$ cat src/rtl/bsrs_pkg.sv
`timescale 1ns / 1ps
package bsrs_pkg;

  // Request modes
  localparam logic [1:0] MODE_INSERT   = 2'd0;
  localparam logic [1:0] MODE_ERASE    = 2'd1;
  localparam logic [1:0] MODE_CONTAINS = 2'd2;
  localparam logic [1:0] MODE_GET      = 2'd3;

  // Request word
  typedef struct packed {
    logic [1:0]  mode;
    logic [31:0] item_value;
    logic [5:0]  rank_index;
  } in_word_t;

  // Result word
  typedef struct packed {
    logic        success;
    logic [31:0] found_value;
    logic [6:0]  member_count;
    logic        is_empty;
  } out_word_t;

endpackage

$ cat src/rtl/bsrs_ram.sv
`timescale 1ns / 1ps
module bsrs_ram #(
  parameter int WIDTH = 32,
  parameter int DEPTH = 64,
  localparam int AW = (DEPTH > 1) ? $clog2(DEPTH) : 1
) (
  input  logic             clk,
  input  logic             wr_en,
  input  logic [AW-1:0]    wr_addr,
  input  logic [WIDTH-1:0] wr_data,
  input  logic             rd_en,
  input  logic [AW-1:0]    rd_addr,
  output logic [WIDTH-1:0] rd_data
);

  logic [WIDTH-1:0] mem [DEPTH];

  // One write port, one registered read port
  always_ff @(posedge clk) begin
    if (wr_en) begin
      mem[wr_addr] <= wr_data;
    end
    if (rd_en) begin
      rd_data <= mem[rd_addr];
    end
  end

endmodule

$ cat src/rtl/bounded_set_rank_select.sv
`timescale 1ns / 1ps
// Channel   Direction  Handshake            Payload
// in_       input      in_valid / in_stall  in_word   (mode, item_value, rank_index)
// out_      output     out_valid/ out_stall out_word  (success, found_value, member_count,
//                                                      is_empty)
// cfg_      input      cfg_wr_en            cfg_wr_data (capacity_limit)
//
// One request at a time; all members live in one single-port-read RAM, one entry per cycle.
// Insert / contains: a linear scan. Erase: scan to the match, then shift each later entry
// down one place. Get: a full counting scan per candidate through the RAM read port.
// Reset (rst_n low, synchronous) empties the set and sets the limit to 64; no clearing pass.
// A stalled result sits in the output register; the next request is taken meanwhile.
module bounded_set_rank_select #(
  parameter int CAPACITY   = 64,
  parameter int ITEM_WIDTH = 32
) (
  input  logic                 clk,
  input  logic                 rst_n,
  input  logic                 in_valid,
  output logic                 in_stall,
  input  bsrs_pkg::in_word_t   in_word,
  output logic                 out_valid,
  input  logic                 out_stall,
  output bsrs_pkg::out_word_t  out_word,
  input  logic                 cfg_wr_en,
  input  logic [6:0]           cfg_wr_data
);
  import bsrs_pkg::*;

  localparam int AW = (CAPACITY > 1) ? $clog2(CAPACITY) : 1;
  localparam int CW = $clog2(CAPACITY + 1);
  localparam int LW = (CW > 7) ? CW : 7;

  localparam logic [2:0] S_IDLE  = 3'd0;
  localparam logic [2:0] S_FIND  = 3'd1;
  localparam logic [2:0] S_SHIFT = 3'd2;
  localparam logic [2:0] S_RCAND = 3'd3;
  localparam logic [2:0] S_RLOAD = 3'd4;
  localparam logic [2:0] S_RSCAN = 3'd5;
  localparam logic [2:0] S_DONE  = 3'd6;

  logic [2:0]            state_r, state_nxt;
  logic [CW-1:0]         count_r, count_nxt;
  logic [6:0]            limit_r, limit_nxt;
  logic                  rd_pend_r, rd_pend_nxt;
  logic                  out_valid_r, out_valid_nxt;

  logic [1:0]            mode_r, mode_nxt;
  logic [ITEM_WIDTH-1:0] val_r, val_nxt;
  logic [5:0]            rank_r, rank_nxt;
  logic [CW-1:0]         rd_idx_r, rd_idx_nxt;
  logic [AW-1:0]         rd_tag_r, rd_tag_nxt;
  logic [CW-1:0]         cand_idx_r, cand_idx_nxt;
  logic [ITEM_WIDTH-1:0] cand_r, cand_nxt;
  logic [CW-1:0]         smaller_r, smaller_nxt;
  logic                  res_ok_r, res_ok_nxt;
  logic [31:0]           res_found_r, res_found_nxt;
  out_word_t             out_word_r, out_word_nxt;

  logic                  ram_we;
  logic [AW-1:0]         ram_waddr;
  logic [ITEM_WIDTH-1:0] ram_wdata;
  logic                  ram_re;
  logic [AW-1:0]         ram_raddr;
  logic [ITEM_WIDTH-1:0] ram_rdata;

  logic                  hit;
  logic                  scan_end;
  logic                  can_insert;

  bsrs_ram #(
    .WIDTH (ITEM_WIDTH),
    .DEPTH (CAPACITY)
  ) u_store (
    .clk     (clk),
    .wr_en   (ram_we),
    .wr_addr (ram_waddr),
    .wr_data (ram_wdata),
    .rd_en   (ram_re),
    .rd_addr (ram_raddr),
    .rd_data (ram_rdata)
  );

  assign in_stall  = (state_r != S_IDLE);
  assign out_valid = out_valid_r;
  assign out_word  = out_word_r;

  // scan status
  assign hit        = rd_pend_r && (ram_rdata == val_r);
  assign scan_end   = !rd_pend_r && (rd_idx_r >= count_r);
  assign can_insert = (LW'(count_r) < LW'(limit_r)) && (count_r < CW'(CAPACITY));

  // Sequencer
  always_comb begin
    state_nxt     = state_r;
    count_nxt     = count_r;
    limit_nxt     = cfg_wr_en ? cfg_wr_data : limit_r;
    rd_pend_nxt   = 1'b0;
    out_valid_nxt = out_valid_r && out_stall;
    mode_nxt      = mode_r;
    val_nxt       = val_r;
    rank_nxt      = rank_r;
    rd_idx_nxt    = rd_idx_r;
    rd_tag_nxt    = rd_tag_r;
    cand_idx_nxt  = cand_idx_r;
    cand_nxt      = cand_r;
    smaller_nxt   = smaller_r;
    res_ok_nxt    = res_ok_r;
    res_found_nxt = res_found_r;
    out_word_nxt  = out_word_r;
    ram_we        = 1'b0;
    ram_waddr     = count_r[AW-1:0];
    ram_wdata     = val_r;
    ram_re        = 1'b0;
    ram_raddr     = rd_idx_r[AW-1:0];

    case (state_r)
      S_IDLE: begin
        if (in_valid) begin
          mode_nxt      = in_word.mode;
          val_nxt       = ITEM_WIDTH'(in_word.item_value);
          rank_nxt      = in_word.rank_index;
          rd_idx_nxt    = '0;
          cand_idx_nxt  = '0;
          res_found_nxt = '0;
          res_ok_nxt    = 1'b0;
          if (in_word.mode == MODE_GET) begin
            if (LW'(in_word.rank_index) >= LW'(count_r)) begin
              state_nxt = S_DONE;
            end else begin
              state_nxt = S_RCAND;
            end
          end else begin
            state_nxt = S_FIND;
          end
        end
      end

      // linear search for val_r
      S_FIND: begin
        if (hit) begin
          case (mode_r)
            MODE_ERASE: begin
              rd_idx_nxt = CW'(rd_tag_r) + CW'(1);
              state_nxt  = S_SHIFT;
            end
            MODE_CONTAINS: begin
              res_ok_nxt = 1'b1;
              state_nxt  = S_DONE;
            end
            default: begin
              state_nxt = S_DONE;
            end
          endcase
        end else if (scan_end) begin
          if (mode_r == MODE_INSERT && can_insert) begin
            ram_we     = 1'b1;
            count_nxt  = count_r + CW'(1);
            res_ok_nxt = 1'b1;
          end
          state_nxt = S_DONE;
        end else if (rd_idx_r < count_r) begin
          ram_re      = 1'b1;
          rd_idx_nxt  = rd_idx_r + CW'(1);
          rd_pend_nxt = 1'b1;
          rd_tag_nxt  = rd_idx_r[AW-1:0];
        end
      end

      // close the gap: entry q+1 moves to q, read runs one ahead of write
      S_SHIFT: begin
        if (rd_pend_r) begin
          ram_we    = 1'b1;
          ram_waddr = rd_tag_r - AW'(1);
          ram_wdata = ram_rdata;
        end
        if (rd_idx_r < count_r) begin
          ram_re      = 1'b1;
          rd_idx_nxt  = rd_idx_r + CW'(1);
          rd_pend_nxt = 1'b1;
          rd_tag_nxt  = rd_idx_r[AW-1:0];
        end else if (!rd_pend_r) begin
          count_nxt  = count_r - CW'(1);
          res_ok_nxt = 1'b1;
          state_nxt  = S_DONE;
        end
      end

      // fetch the next rank candidate
      S_RCAND: begin
        ram_re    = 1'b1;
        ram_raddr = cand_idx_r[AW-1:0];
        state_nxt = S_RLOAD;
      end

      S_RLOAD: begin
        cand_nxt    = ram_rdata;
        rd_idx_nxt  = '0;
        smaller_nxt = '0;
        state_nxt   = S_RSCAN;
      end

      // count members below the candidate
      S_RSCAN: begin
        if (rd_pend_r && (ram_rdata < cand_r)) begin
          smaller_nxt = smaller_r + CW'(1);
        end
        if (scan_end) begin
          if (LW'(smaller_r) == LW'(rank_r)) begin
            res_ok_nxt    = 1'b1;
            res_found_nxt = 32'(cand_r);
            state_nxt     = S_DONE;
          end else if ((cand_idx_r + CW'(1)) >= count_r) begin
            state_nxt = S_DONE;
          end else begin
            cand_idx_nxt = cand_idx_r + CW'(1);
            state_nxt    = S_RCAND;
          end
        end else if (rd_idx_r < count_r) begin
          ram_re      = 1'b1;
          rd_idx_nxt  = rd_idx_r + CW'(1);
          rd_pend_nxt = 1'b1;
        end
      end

      // hand the result to the output register
      S_DONE: begin
        if (!out_valid_r || !out_stall) begin
          out_valid_nxt             = 1'b1;
          out_word_nxt.success      = res_ok_r;
          out_word_nxt.found_value  = res_found_r;
          out_word_nxt.member_count = 7'(count_r);
          out_word_nxt.is_empty     = (count_r == '0);
          state_nxt                 = S_IDLE;
        end
      end

      default: begin
        state_nxt = S_IDLE;
      end
    endcase
  end

  // control state
  always_ff @(posedge clk) begin
    if (!rst_n) begin
      state_r     <= S_IDLE;
      count_r     <= '0;
      limit_r     <= 7'd64;
      rd_pend_r   <= 1'b0;
      out_valid_r <= 1'b0;
    end else begin
      state_r     <= state_nxt;
      count_r     <= count_nxt;
      limit_r     <= limit_nxt;
      rd_pend_r   <= rd_pend_nxt;
      out_valid_r <= out_valid_nxt;
    end
  end

  // payload
  always_ff @(posedge clk) begin
    mode_r      <= mode_nxt;
    val_r       <= val_nxt;
    rank_r      <= rank_nxt;
    rd_idx_r    <= rd_idx_nxt;
    rd_tag_r    <= rd_tag_nxt;
    cand_idx_r  <= cand_idx_nxt;
    cand_r      <= cand_nxt;
    smaller_r   <= smaller_nxt;
    res_ok_r    <= res_ok_nxt;
    res_found_r <= res_found_nxt;
    out_word_r  <= out_word_nxt;
  end

  // Checks
  a_count_bound: assert property (@(posedge clk) disable iff (!rst_n)
    count_r <= CW'(CAPACITY))
    else $error("member count above capacity");

  a_write_state: assert property (@(posedge clk) disable iff (!rst_n)
    ram_we |-> (state_r == S_FIND || state_r == S_SHIFT))
    else $error("store written outside insert or shift");

  a_result_src: assert property (@(posedge clk) disable iff (!rst_n)
    ($past(rst_n) && $rose(out_valid_r)) |-> ($past(state_r) == S_DONE))
    else $error("result word appeared without a finished request");

  a_count_change: assert property (@(posedge clk) disable iff (!rst_n)
    ($past(rst_n) && (count_r != $past(count_r)))
      |-> ($past(state_r) == S_FIND || $past(state_r) == S_SHIFT))
    else $error("count changed outside insert or erase");

endmodule
$ cat config.mk
export PLATFORM = sky130hd
export DESIGN_NAME = bounded_set_rank_select
export DESIGN_NICKNAME = d
export VERILOG_FILES = /design/src/rtl/bsrs_pkg.sv /design/src/rtl/bsrs_ram.sv /design/src/rtl/bounded_set_rank_select.sv
export SDC_FILE = /design/constraint.sdc
export NUM_CORES = 2
export LEC_CHECK = 0
export BUFFER_PORTS_ARGS = -buffer_cell sky130_fd_sc_hd__buf_4
export CORE_AREA = 3 3 469 564
export DETAILED_ROUTE_END_ITERATION = 8
export DIE_AREA = 0 0 472 567
export GPL_ROUTABILITY_DRIVEN = 0
export HOLD_SLACK_MARGIN = 0.15
export MAX_ROUTING_LAYER = met4
export RECOVER_POWER = 50
export SYNTH_ARGS = -nofsm -noshare
export SYNTH_HDL_FRONTEND = slang
export SYNTH_SLANG_ARGS = --single-unit
export TNS_END_PERCENT = 30
$ cat constraint.sdc
create_clock -name clk -period 5.9 [get_ports clk]
set_input_delay 0.295 -clock clk [delete_from_list [all_inputs] [get_ports clk]]
set_output_delay 0.295 -clock clk [all_outputs]
set_load 0.02 [all_outputs]
# Word-level counts from Yosys, hierarchy flattened
# Memory sizes are Yosys's and may differ from the RTL's. A register that Yosys moved wholly into a read port is not among the register bits.
# Index checks and enable logic that the tools add are counted.
# classes
addsub	7
order_cmp	7
n_eq_ne	28
muxes	68
n_reduce_logical	29
# ops
op	n
$mux W32	5
$mux W7	14
$pmux W32 S2	1
$pmux W7 S2	3
$mux W3	12
$mux W6	6
$pmux W7 S5	1
$eq A32 B32 Y1	1
$lt A32 B32 Y1	1
$add A7 B1 Y7 const B	4
$ne A2 B2 Y1 const B	13
$pmux W3 S7	1
$mux W1	20
$ge A7 B7 Y1	2
$lt A7 B7 Y1	2
$pmux W6 S2	1
$reduce_and A6 Y1	2
$eq A3 B3 Y1 const B	3
$reduce_and A9 Y1	1
$pmux W1 S4	2
$add A6 B1 Y7 const B	1
$eq A7 B6 Y1	1
$ge A6 B7 Y1	1
$logic_not A7 Y1	1
other kinds (24)	40
# word_totals
regBits	192
ramBits	2048
in_bits	52
memories	1
# mem_list
memory	words	word_bits	rd	rd_ports_with_merged_regs	write_ports	line	rtl
u_store.mem	64	32	1	1	1	bsrs_ram.sv:16	logic [WIDTH-1:0] mem [DEPTH];

# Depth between registers and ports, before layout
# logic_depth
ltp_word	9
depth_mapped	14
ltp_nobuf	11

# By module
# Synthesis repeated with hierarchy kept, for this count alone.
# unflattened
cells_unflattened	4298
hier_area_um2	88991.6
# by_module_without_submodules
module	n_inst	cells_each	area_per_inst_um2	seq_area_each_um2
bsrs_ram	1	3504	79251.0	62459.9
bounded_set_rank_select	1	794	9740.6	5575.3

# Least setup slack after synthesis
# Ideal clock, no wire load.
# synth_timing
path_type	register -> register
startpoint	register rd_idx_r[0]
endpoint	memory u_store.mem[36][0], enable pin
setup_time_ps	421
t_arrival_ps	4268
setup_slack_ps	1211
stages_incl_launch_ff	13
n_path_buf	3
path_cell_list	edfxtp_1 -> clkbuf_1 -> buf_1 -> inv_1 -> ha_1 -> and4_1 -> nand2_1 -> nand3_1 -> nand2_1 -> o41ai_1 -> clkbuf_1 -> nand3_1 -> nor2_1
# synth_between
elab_chain_cells	7
# synth_rtl
item	line	rtl
from (decl)	bounded_set_rank_select.sv:51	logic [CW-1:0] rd_idx_r, rd_idx_nxt;
from (signal assigned)	bounded_set_rank_select.sv:266	rd_idx_r <= rd_idx_nxt;
$ge A7 B7 Y1	bounded_set_rank_select.sv:90	assign scan_end = !rd_pend_r && (rd_idx_r >= count_r);
$logic_and A1 B1 Y1	bounded_set_rank_select.sv:90	
$mux W1	bounded_set_rank_select.sv:155	end else if (scan_end) begin
$mux W1	bounded_set_rank_select.sv:141	if (hit) begin
$pmux W1 S2	bounded_set_rank_select.sv:117	case (state_r)
$mux W1	bsrs_ram.sv:20	if (wr_en) begin
$mux W1 (implied by the code)	bsrs_ram.sv:21	mem[wr_addr] <= wr_data;
to (decl)	bsrs_ram.sv:16	
# No other way between the ends.

# Worst setup path in the final report
# layout_timing
startpoint	register state_r[2]
endpoint	memory u_store.mem[16][11], data pin
# layout_between
elab_chain_cells	2
# layout_rtl
item	line	rtl
from (decl)	bounded_set_rank_select.sv:42	logic [2:0] state_r, state_nxt;
from (signal assigned)	bounded_set_rank_select.sv:253	state_r <= state_nxt;
$eq A3 B2 Y1	bounded_set_rank_select.sv:117	
$mux W32	bounded_set_rank_select.sv:117	
via ram_wdata[11]	bounded_set_rank_select.sv:62	logic [ITEM_WIDTH-1:0] ram_wdata;
# The timed path passes the listed nets, and every way through them passes these cells.

==> flow_summary.toml <==
[clock_network]
post_cts_buffers = 0
numCtsBuffers = 217
cts_tree = "built"
cts.clk_slew.worst_paths_ns = 0.06
cts_root_buffer = "clkbuf_16"
htreeDepth = 4
worstSkewPairLatency_ns = 0.89
cts.sinks = 2272
clockBufferDepth = 4

[synthesis]
synth.lib_cells_used.distinct = 80
synth_area_um2 = 90600
ys_seq_elements = 2272
synth-compound-area-share_pct = 4.52
yosysWarnings = 0
ys_seq_area_share_pct = 75.1
synthAdderAreaFrac_pct = 0.947
synth_top_area_cell = "edfxtp_1"
synthArstFlopShare_pct = 0
synth_top_family_by_area = "simple AND/OR/NAND/NOR gates"
syn_avg_cell_area_um2 = 16.1
synth.most_common_cell = "edfxtp_1"
postSynthCellCount = 5619
synthMuxAreaShare_pct = 8.04
syn_nets = 5739
netlist_top_cells_area = "edfxtp_1 75%, mux4_2 4.8%, nand2_1 4.0%, mux2i_1 3.1%, nand3_1 2.3%"
synth_flop_cell = "edfxtp_1"
synth_xor_xnor_area_share_pct = 0.580
yosys.area_share.simple_pct = 8.54
yosysTopAreaCellShare_pct = 74.7
synth_edf_count = 2253
synthTopCellsByCount = "2253 x edfxtp_1, 967 x nand2_1, 422 x nand3_1"

[run_status]
status = "complete, but fails checks"
violations = "max-capacitance violations, max-slew violations"

[cells_and_area]
area_growth_pct = 15.0
nNetsFinal = 6098
drive_above_1_share_pct = 14.0

[route]
firstDrtPassIters = 7
drt_iter0_markers = 7112
vias = 53900
via_per_inst = 5.63
ant_nets = 0
drc_errors = 0
wl_um = 286000
wl_per_cell_um = 29.9

[setup_path]
cpPeakStageDelay_ns = 1.44
cp-start-kind = "flip-flop"
worstPathCellList = "nor2_1, nand2_1, inv_1, nand2_1, buf_4, nand2_1, nand2_1, clkbuf_1"
critPathRequiredTime_ns = 6.26
cpMostUsedCell = "nand2_1"
end_kind = "flip-flop"
crit_type = "reg -> reg"
crit_slowest_cell = "clkbuf_1"
cp.arrival_ns = 5.57
path_max_fanout = 36

[floorplanning]
fp.dieW_um = 472
core-area_um2 = 260000
initial_core_util_pct = 34.9
row_count = 205
fp.dieH_um = 567
dieArea_um2 = 268000
ios = 95

[power]
power_leakage_nw = 34.8
power.density_nw_per_um2 = 465
ir_drop_uv = 362
power.total_mw = 48.4

[sta]
slew-limit-headroom_pct = -96.6
fin_skew_ns = 0.0673
max_freq_ghz = 0.192
finalCritPeriodShare_pct = 88.3
setup_violations = 0
rsz0062_at_grt = "false"
hold_viol_final = 0
worstMarginPinSlew_ns = 2.95
fin_tns_setup_ns = 0
final_max_slew_viol_count = 1292
finalCriticalPeriod_ns = 5.21

[min_path]
hp-class = "in -> reg"

[flow_run]
max_cap_viol_count = 32

[global_route]
overflow = 0
grt_max_degree = 91
grt_usage_pct = 21.4
grt_first_pass_wirelength_um = 401000
grt_pass1_vias = 51900
antenna_found_initial = 14

[placement]
hpwl_um = 176000
place.port_buffers = 94
[area by class of cell]
cell class | instances | area [µm²]
Multi-Input combinational cell | 2959 | 21200
Clock buffer | 255 | 5570
Antenna cell | 9 | 22.5
Sequential cell | 2272 | 68000
Fill cell | 23500 | 155000
Inverter | 89 | 334
Clock inverter | 127 | 1140
Timing Repair Buffer | 439 | 3670
Tap cell | 3415 | 4270
[state kept, by name, indices dropped and copies added (netlist names), 6 cells and up]
name and count:
cand_idx_r 7, cand_r 32, count_r 7, limit_r 7
out_word 41, rank_r 6, rd_idx_r 7, rd_tag_r 6
res_found_r 32, smaller_r 7, u_store.mem 2048, u_store.rd_data 32
val_r 32
[worst max-delay path, delay by kind of cell, from the launching register on]
kind                   cells  cell delay [ns]
buffers and inverters      3             2.12
AND/OR/NAND/NOR            5             1.73
flip-flops                 1             0.75
[worst paths after layout]
kind / from / to / slack [ns] / cells past startpoint
worst min-delay path: rst_n / state_r[1] / 0.28 / 4
worst max register to register: state_r[2] / u_store.mem[16][11] / 0.69 / 8
worst max-delay path: state_r[2] / u_store.mem[16][11] / 0.69 / 8
worst min register to register: res_found_r[25] / out_word[33] / 0.41 / 0
[report_power, final]
group / switching [mW] / internal [mW]
clock: 6.03 / 7.52
sequential: 0.671 / 19.6
combinational: 10.3 / 4.39
total: 17.0 / 31.5
[timing repair]
action | 4_1_cts | 5_1_grt
hold buffers | 104 | 0
resized for setup | 0 | 0
hold endpoints to repair | 101 | 0
[cell families (layout without fill, tap and decap cells)]
logic type | count (synthesis) | after routing
AND/OR/NAND/NOR | 1778 | 1778
XOR/XNOR | 60 | 60
flip-flops | 2272 | 2272
other | 0 | 9
AO/OA/AOI/OAI | 567 | 567
multiplexers | 486 | 486
adder cells (fa/ha/maj) | 68 | 68
buffers and inverters | 388 | 910
[layer usage]
metal / global-route usage (%) / wire length [µm] / vias up
li1: - / - / 22500
met1: 26.4 / 106000 / 27700
met2: 33.9 / 136000 / 3034
met3: 4.16 / 27000 / 635
met4: 10.5 / 16800 / 0
met5: - / 0 / -
[through the flow]
| stage | cells | utilization, % | cell area (µm²) | hold slack, ns | setup WS, ns |
|---|---|---|---|---|---|
| 6_report | 9565 | 40.1 | 104000 | 0.277 | 0.691 |
| 5_1_grt | 9562 | 40.1 | 104000 | 0.283 | 0.486 |
| 4_1_cts | 9556 | 40.3 | 105000 | 0.234 | 1.15 |
| 3_5_place_dp | 9070 | 37.3 | 96800 | 0.405 | 1.16 |
| 3_3_place_gp | 9070 | 37.3 | 96800 | 0.403 | 1.16 |
| 2_1_floorplan | 5619 | - | 90600 | 0.394 | 1.21 |
[layout by cell type (no fill, tap or decap), types with 13 or more instances in the layout]
cell           Yosys  final
a211oi_1          99     99
a21o_1            23     22
a21oi_1           70     69
a221oi_1          15     15
a22oi_1           76     76
a311oi_1          16     16
a31oi_1           46     46
a32oi_1           23     23
and3_1            26     25
buf_12             3     30
buf_4             32    200
bufinv_16          0     18
clkbuf_1         115    104
clkbuf_16          0    217
clkbuf_4           1     35
clkinv_1           0     51
clkinv_2           0     33
clkinvlp_4         0     13
dfxtp_1           19     19
dlygate4sd3_1      0    104
edfxtp_1        2253   2253
ha_1              67     67
inv_1             89     89
mux2i_1          285    283
mux4_2           192    192
nand2_1          967    958
nand3_1          422    422
nand4_1           60     60
nor2_1           197    124
nor2_4             0     69
nor3_1            16     16
o2111ai_1         41     41
o21ai_0           54     54
o22ai_1           14     14
or3_1             18     18
xnor2_1           44     44
xor2_1            16     16
Power figures use the tool's default switching activity.
